$ cat config.mk
export PLATFORM = sky130hd
export DESIGN_NAME = pibtt_front
export DESIGN_NICKNAME = d
export VERILOG_FILES = /design/src/hdl/pibtt_pkg.sv /design/src/hdl/pibtt_front.sv
export SDC_FILE = /design/constraint.sdc
export NUM_CORES = 1
export LEC_CHECK = 0
export ABC_CLOCK_PERIOD_IN_PS = 30600
export BUFFER_PORTS_ARGS = -buffer_cell sky130_fd_sc_hd__buf_2
export CORE_AREA = 4 4 251 253
export CTS_CLUSTER_SIZE = 25
export DETAILED_ROUTE_END_ITERATION = 8
export DIE_AREA = 0 0 255 257
export PLACE_DENSITY = 0.61
export SKIP_LAST_GASP = 1
export SLEW_MARGIN = 10
export SYNTH_ARGS = -nofsm -noshare
export SYNTH_HDL_FRONTEND = slang
export SYNTH_SLANG_ARGS = --single-unit
$ cat constraint.sdc
create_clock -name clk -period 30.6 [get_ports clk]
set_input_delay 3.06 -clock clk [delete_from_list [all_inputs] [get_ports clk]]
set_output_delay 3.06 -clock clk [all_outputs]
set_load 0.005 [all_outputs]
$ cat src/hdl/pibtt_pkg.sv
// Package with types and constants for the point-in-box trigger table.
package pibtt_pkg;

    localparam int MAX_BOXES = 32;
    localparam int IDX_W = $clog2(MAX_BOXES);
    localparam int CNT_W = $clog2(MAX_BOXES + 1);
    localparam int ACC_W = 32 + CNT_W;
    localparam int QDEPTH = 2;
    localparam logic [31:0] NO_HANDLE = 32'hFFFF_FFFF;

    typedef enum logic [1:0] {
        OP_ADD    = 2'd0,
        OP_CLEAR  = 2'd1,
        OP_UPDATE = 2'd2,
        OP_NONE   = 2'd3
    } opcode_t;

    typedef enum logic [1:0] {
        KIND_INACTIVE = 2'd0,
        KIND_REPEAT   = 2'd1,
        KIND_ONCE     = 2'd2,
        KIND_PUSH     = 2'd3
    } box_kind_t;

    typedef enum logic [1:0] {
        RES_EVENT = 2'd0,
        RES_PUSH  = 2'd1,
        RES_ACK   = 2'd2
    } result_kind_t;

    typedef enum logic [1:0] {
        ST_IDLE,
        ST_SCAN,
        ST_LAST
    } exec_state_t;

    typedef struct packed {
        opcode_t            op;
        logic signed [31:0] lx;
        logic signed [31:0] ly;
        logic signed [31:0] lz;
        logic signed [31:0] hx;
        logic signed [31:0] hy;
        logic signed [31:0] hz;
        logic signed [31:0] px;
        logic signed [31:0] py;
        logic signed [31:0] pz;
        box_kind_t          kind;
        logic [31:0]        tag;
    } cmd_t;

    typedef struct packed {
        result_kind_t       kind;
        logic [31:0]        code;
        logic [31:0]        handle;
        logic signed [31:0] sx;
        logic signed [31:0] sy;
        logic signed [31:0] sz;
        logic               acc;
        logic               last;
    } res_t;

    function automatic logic signed [31:0] sat32(input logic signed [ACC_W-1:0] v);
        logic signed [ACC_W-1:0] hi;
        logic signed [ACC_W-1:0] lo;
        hi = ACC_W'(signed'(32'sh7FFF_FFFF));
        lo = ACC_W'(signed'(32'sh8000_0000));
        if (v > hi)
            return 32'sh7FFF_FFFF;
        else if (v < lo)
            return 32'sh8000_0000;
        else
            return v[31:0];
    endfunction

endpackage

$ cat src/hdl/pibtt_front.sv
// Front end: accepts items, drops unused opcodes, queues commands.
module pibtt_front
(
    input  logic              clk,
    input  logic              rst_n,
    input  logic              push,
    output logic              full,
    input  pibtt_pkg::cmd_t   cmd_in,
    output logic              cmd_valid,
    input  logic              cmd_take,
    output pibtt_pkg::cmd_t   cmd_out
);

    pibtt_pkg::cmd_t q_mem [pibtt_pkg::QDEPTH];
    logic [0:0] wp_reg;
    logic [0:0] rp_reg;
    logic [1:0] cnt_reg;
    logic       wr;
    logic       rd;

    assign full = (cnt_reg == 2'(pibtt_pkg::QDEPTH));
    assign wr = push && !full && (cmd_in.op != pibtt_pkg::OP_NONE);
    assign rd = cmd_take && (cnt_reg != 2'd0);
    assign cmd_valid = (cnt_reg != 2'd0);
    assign cmd_out = q_mem[rp_reg];

    always_ff @(posedge clk)
    begin
        if (wr)
            q_mem[wp_reg] <= cmd_in;
    end

    always_ff @(posedge clk or negedge rst_n)
    begin
        if (!rst_n)
        begin
            wp_reg <= '0;
            rp_reg <= '0;
            cnt_reg <= '0;
        end
        else
        begin
            if (wr)
                wp_reg <= wp_reg + 1'b1;
            if (rd)
                rp_reg <= rp_reg + 1'b1;
            cnt_reg <= cnt_reg + 2'(wr) - 2'(rd);
        end
    end

endmodule

==> summary.txt <==
# Post-CTS Setup Buffers -> 0
Synth cell types -> 17
pre-CTS setup slack -> 24.12 ns
cell total after placement -> 2443
skew final -> 0.0192 ns
pwr dens -> 91.0 mW/mm^2
GR Overflow Total -> 0
Post-route DRC -> 0
Fin. Hold Viols -> 0
worst slew pin tran -> 1.23 ns
kind of critical path -> register to output port
I/O pins -> 654
post-synthesis sequential area ratio -> 0.824
CTS tree -> yes
clk_lat worst skew -> 0.60 ns
H-tree levels -> 3
Worst R2R Setup Slack -> 26.72 ns
Final setup violation count -> 0
post-synthesis register bit count -> 652
post-DP HPWL -> 38.1 mm
layout cell share with drive strength beyond 1 -> 0.610
Sink Count -> 652
Hold Crit Start -> cnt_reg[1]
CTS max path bufs -> 3
fin nets -> 2056
Data arrival, critical path -> 3.58 ns
Area growth, synth to finish -> 26.5%
outcome -> finished clean
die extent in x -> 255 microns
DRT iter0 DRCs -> 757
via-per-instance ratio -> 4.68
clock buffer count from CTS -> 71
Largest register FFs -> 648
CTS resizes -> 0
Leakage -> 11.1 nW
Startpoint Class -> register
Pwr Total -> 2.73 mW
max-cap violation count -> 0
worst hold path class -> register to register
CP Max Fanout -> 185
dpl cell area -> 0.0278 sq mm
synthesized cell area -> 0.0237 sq mm
Hold Path Stages -> 1
drt first pass iters -> 4
Post-CTS Hold Fix Bufs -> 0
die height -> 257 microns
largest net degree at the start of global routing -> 186
synth warn -> 0
Crit path required time -> 27.54 ns
global-route wire length before repair -> 80.2 mm
CP cell instances -> buf_12, buf_4, mux2_2, buf_2
CTS root buf -> clkbuf_16
Finished Cell Area -> 0.0300 sq mm
DR WL/cell -> 21.6 microns
Site Rows -> 91
crit-path max cell delay -> 1.00 ns
WL final -> 55.9 mm
Die ar. -> 0.0655 sq mm
initial antenna violation count -> 25
setup_tns -> 0 ns
RSZ-0062 raised after global routing -> false
Routed Antenna Nets -> 0
Finished Layout Cells -> 2590
final worst path period need -> 6.64 ns
vias in the first global route -> 13100
Worst R2R Path Depth -> 5
worst vdd ir -> 68.6 uV
GRT Overall Usage -> 0.163
syn_nets -> 1357
Initial Utilization -> 0.389
Final Util -> 0.492
Buffers on Ports -> 653
Setup crit start -> rp_reg
CP endpoint kind -> output port
period utilization -> 0.217
reg-to-reg endpoint -> q_mem[0][273]
crit path setup slack, layout -> 23.96 ns
Max Freq -> 0.151 GHz
DR vias -> 12100
Worst path slowest cell -> buf_4
Critical R2R Launch -> cnt_reg[1]
routability cong. -> 0.772
fin. max-slew vios -> 0
clock slew at the register clock pins of the worst setup and hold paths -> 0.07 ns
Rel. slew slack -> 0.181
hold path endpoint -> cnt_reg[1]
gate count after technology mapping -> 1027
CORE AREA -> 0.0610 sq mm
syn avg cell area -> 23.1 sq um
Hold WS -> 0.495 ns
[logic make-up after synthesis]
logic type | count (synthesis) | share of synthesized area
flip-flops | 652 | 0.824
multiplexers | 324 | 0.157
buffers and inverters | 38 | 0.0155
AND/OR/NAND/NOR | 7 | 0.00158
XOR/XNOR | 4 | 0.00148
adder cells (fa/ha/maj) | 2 | 0.00105
[Yosys cell counts]
library cell | n | share of area
and2_1 | 1 | 0.00026
buf_2 | 7 | 0.0015
buf_6 | 29 | 0.014
dfrtp_1 | 4 | 0.0042
edfxtp_1 | 648 | 0.82
ha_1 | 2 | 0.0011
inv_1 | 2 | 0.00032
mux2_1 | 1 | 0.00047
mux2_2 | 303 | 0.14
mux2_4 | 20 | 0.013
nand2_1 | 1 | 0.00016
nand3b_1 | 1 | 0.00032
nor2_1 | 2 | 0.00032
nor2b_1 | 1 | 0.00026
or2_2 | 1 | 0.00026
xnor2_1 | 3 | 0.0011
xor2_1 | 1 | 0.00037
[routing by layer]
layer | share of wire | GRT usage | up-vias
met2 | 0.53 | 0.288 | 402
met4 | 0.032 | 0.0715 | 10
met3 | 0.082 | 0.0555 | 106
met5 | 0.0013 | 0 | -
li1 | - | - | 5551
met1 | 0.36 | 0.176 | 6051
[power breakdown]
group | total (mW) | leakage (nW) | internal [mW] | switching, mW
registers | 1.20 | 6.01 | 1.17 | 0.0305
logic | 0.719 | 4.03 | 0.339 | 0.381
clock network | 0.813 | 1.08 | 0.471 | 0.342
total | 2.73 | 11.1 | 1.98 | 0.753
[final cells by class]
type                       instances  area (sq um)
sequential                       652         19600
multi-input combinational        337          3840
clock inverter                    39           363
tap                              790           988
fill                            5135         31000
inverter                           2          7.51
antenna                           19          47.5
clock buffer                      89          1870
timing repair buffer             662          3370
[worst max-delay path by stage]
| stage | end | depth (start not counted) | slack [ns] |
|---|---|---|---|
| after detailed placement | q_mem[0][298] | 6 | 24.12 |
| after CTS | cmd_out[122] | 4 | 23.98 |
| after global routing | cmd_out[122] | 4 | 23.82 |
| after global placement | q_mem[0][255] | 6 | 24.16 |
| after floorplan | q_mem[0][0] | 3 | 12.89 |
| final | cmd_out[122] | 4 | 23.96 |
[cells in the final DEF (no fill, tap or decap), drive strengths merged, types with 4 or more instances in the layout]
master  count
buf       662
edfxtp    648
mux2      324
clkbuf     89
clkinv     29
diode      19
inv         5
bufinv      4
dfrtp       4
[critical path, delay by kind of cell (launching register included)]
kind	cells	cell delay, ns
multiplexers	1	0.46
flip-flops	1	0.41
buffers and inverters	3	1.84
Note: power is estimated with default switching activity, not from simulation.
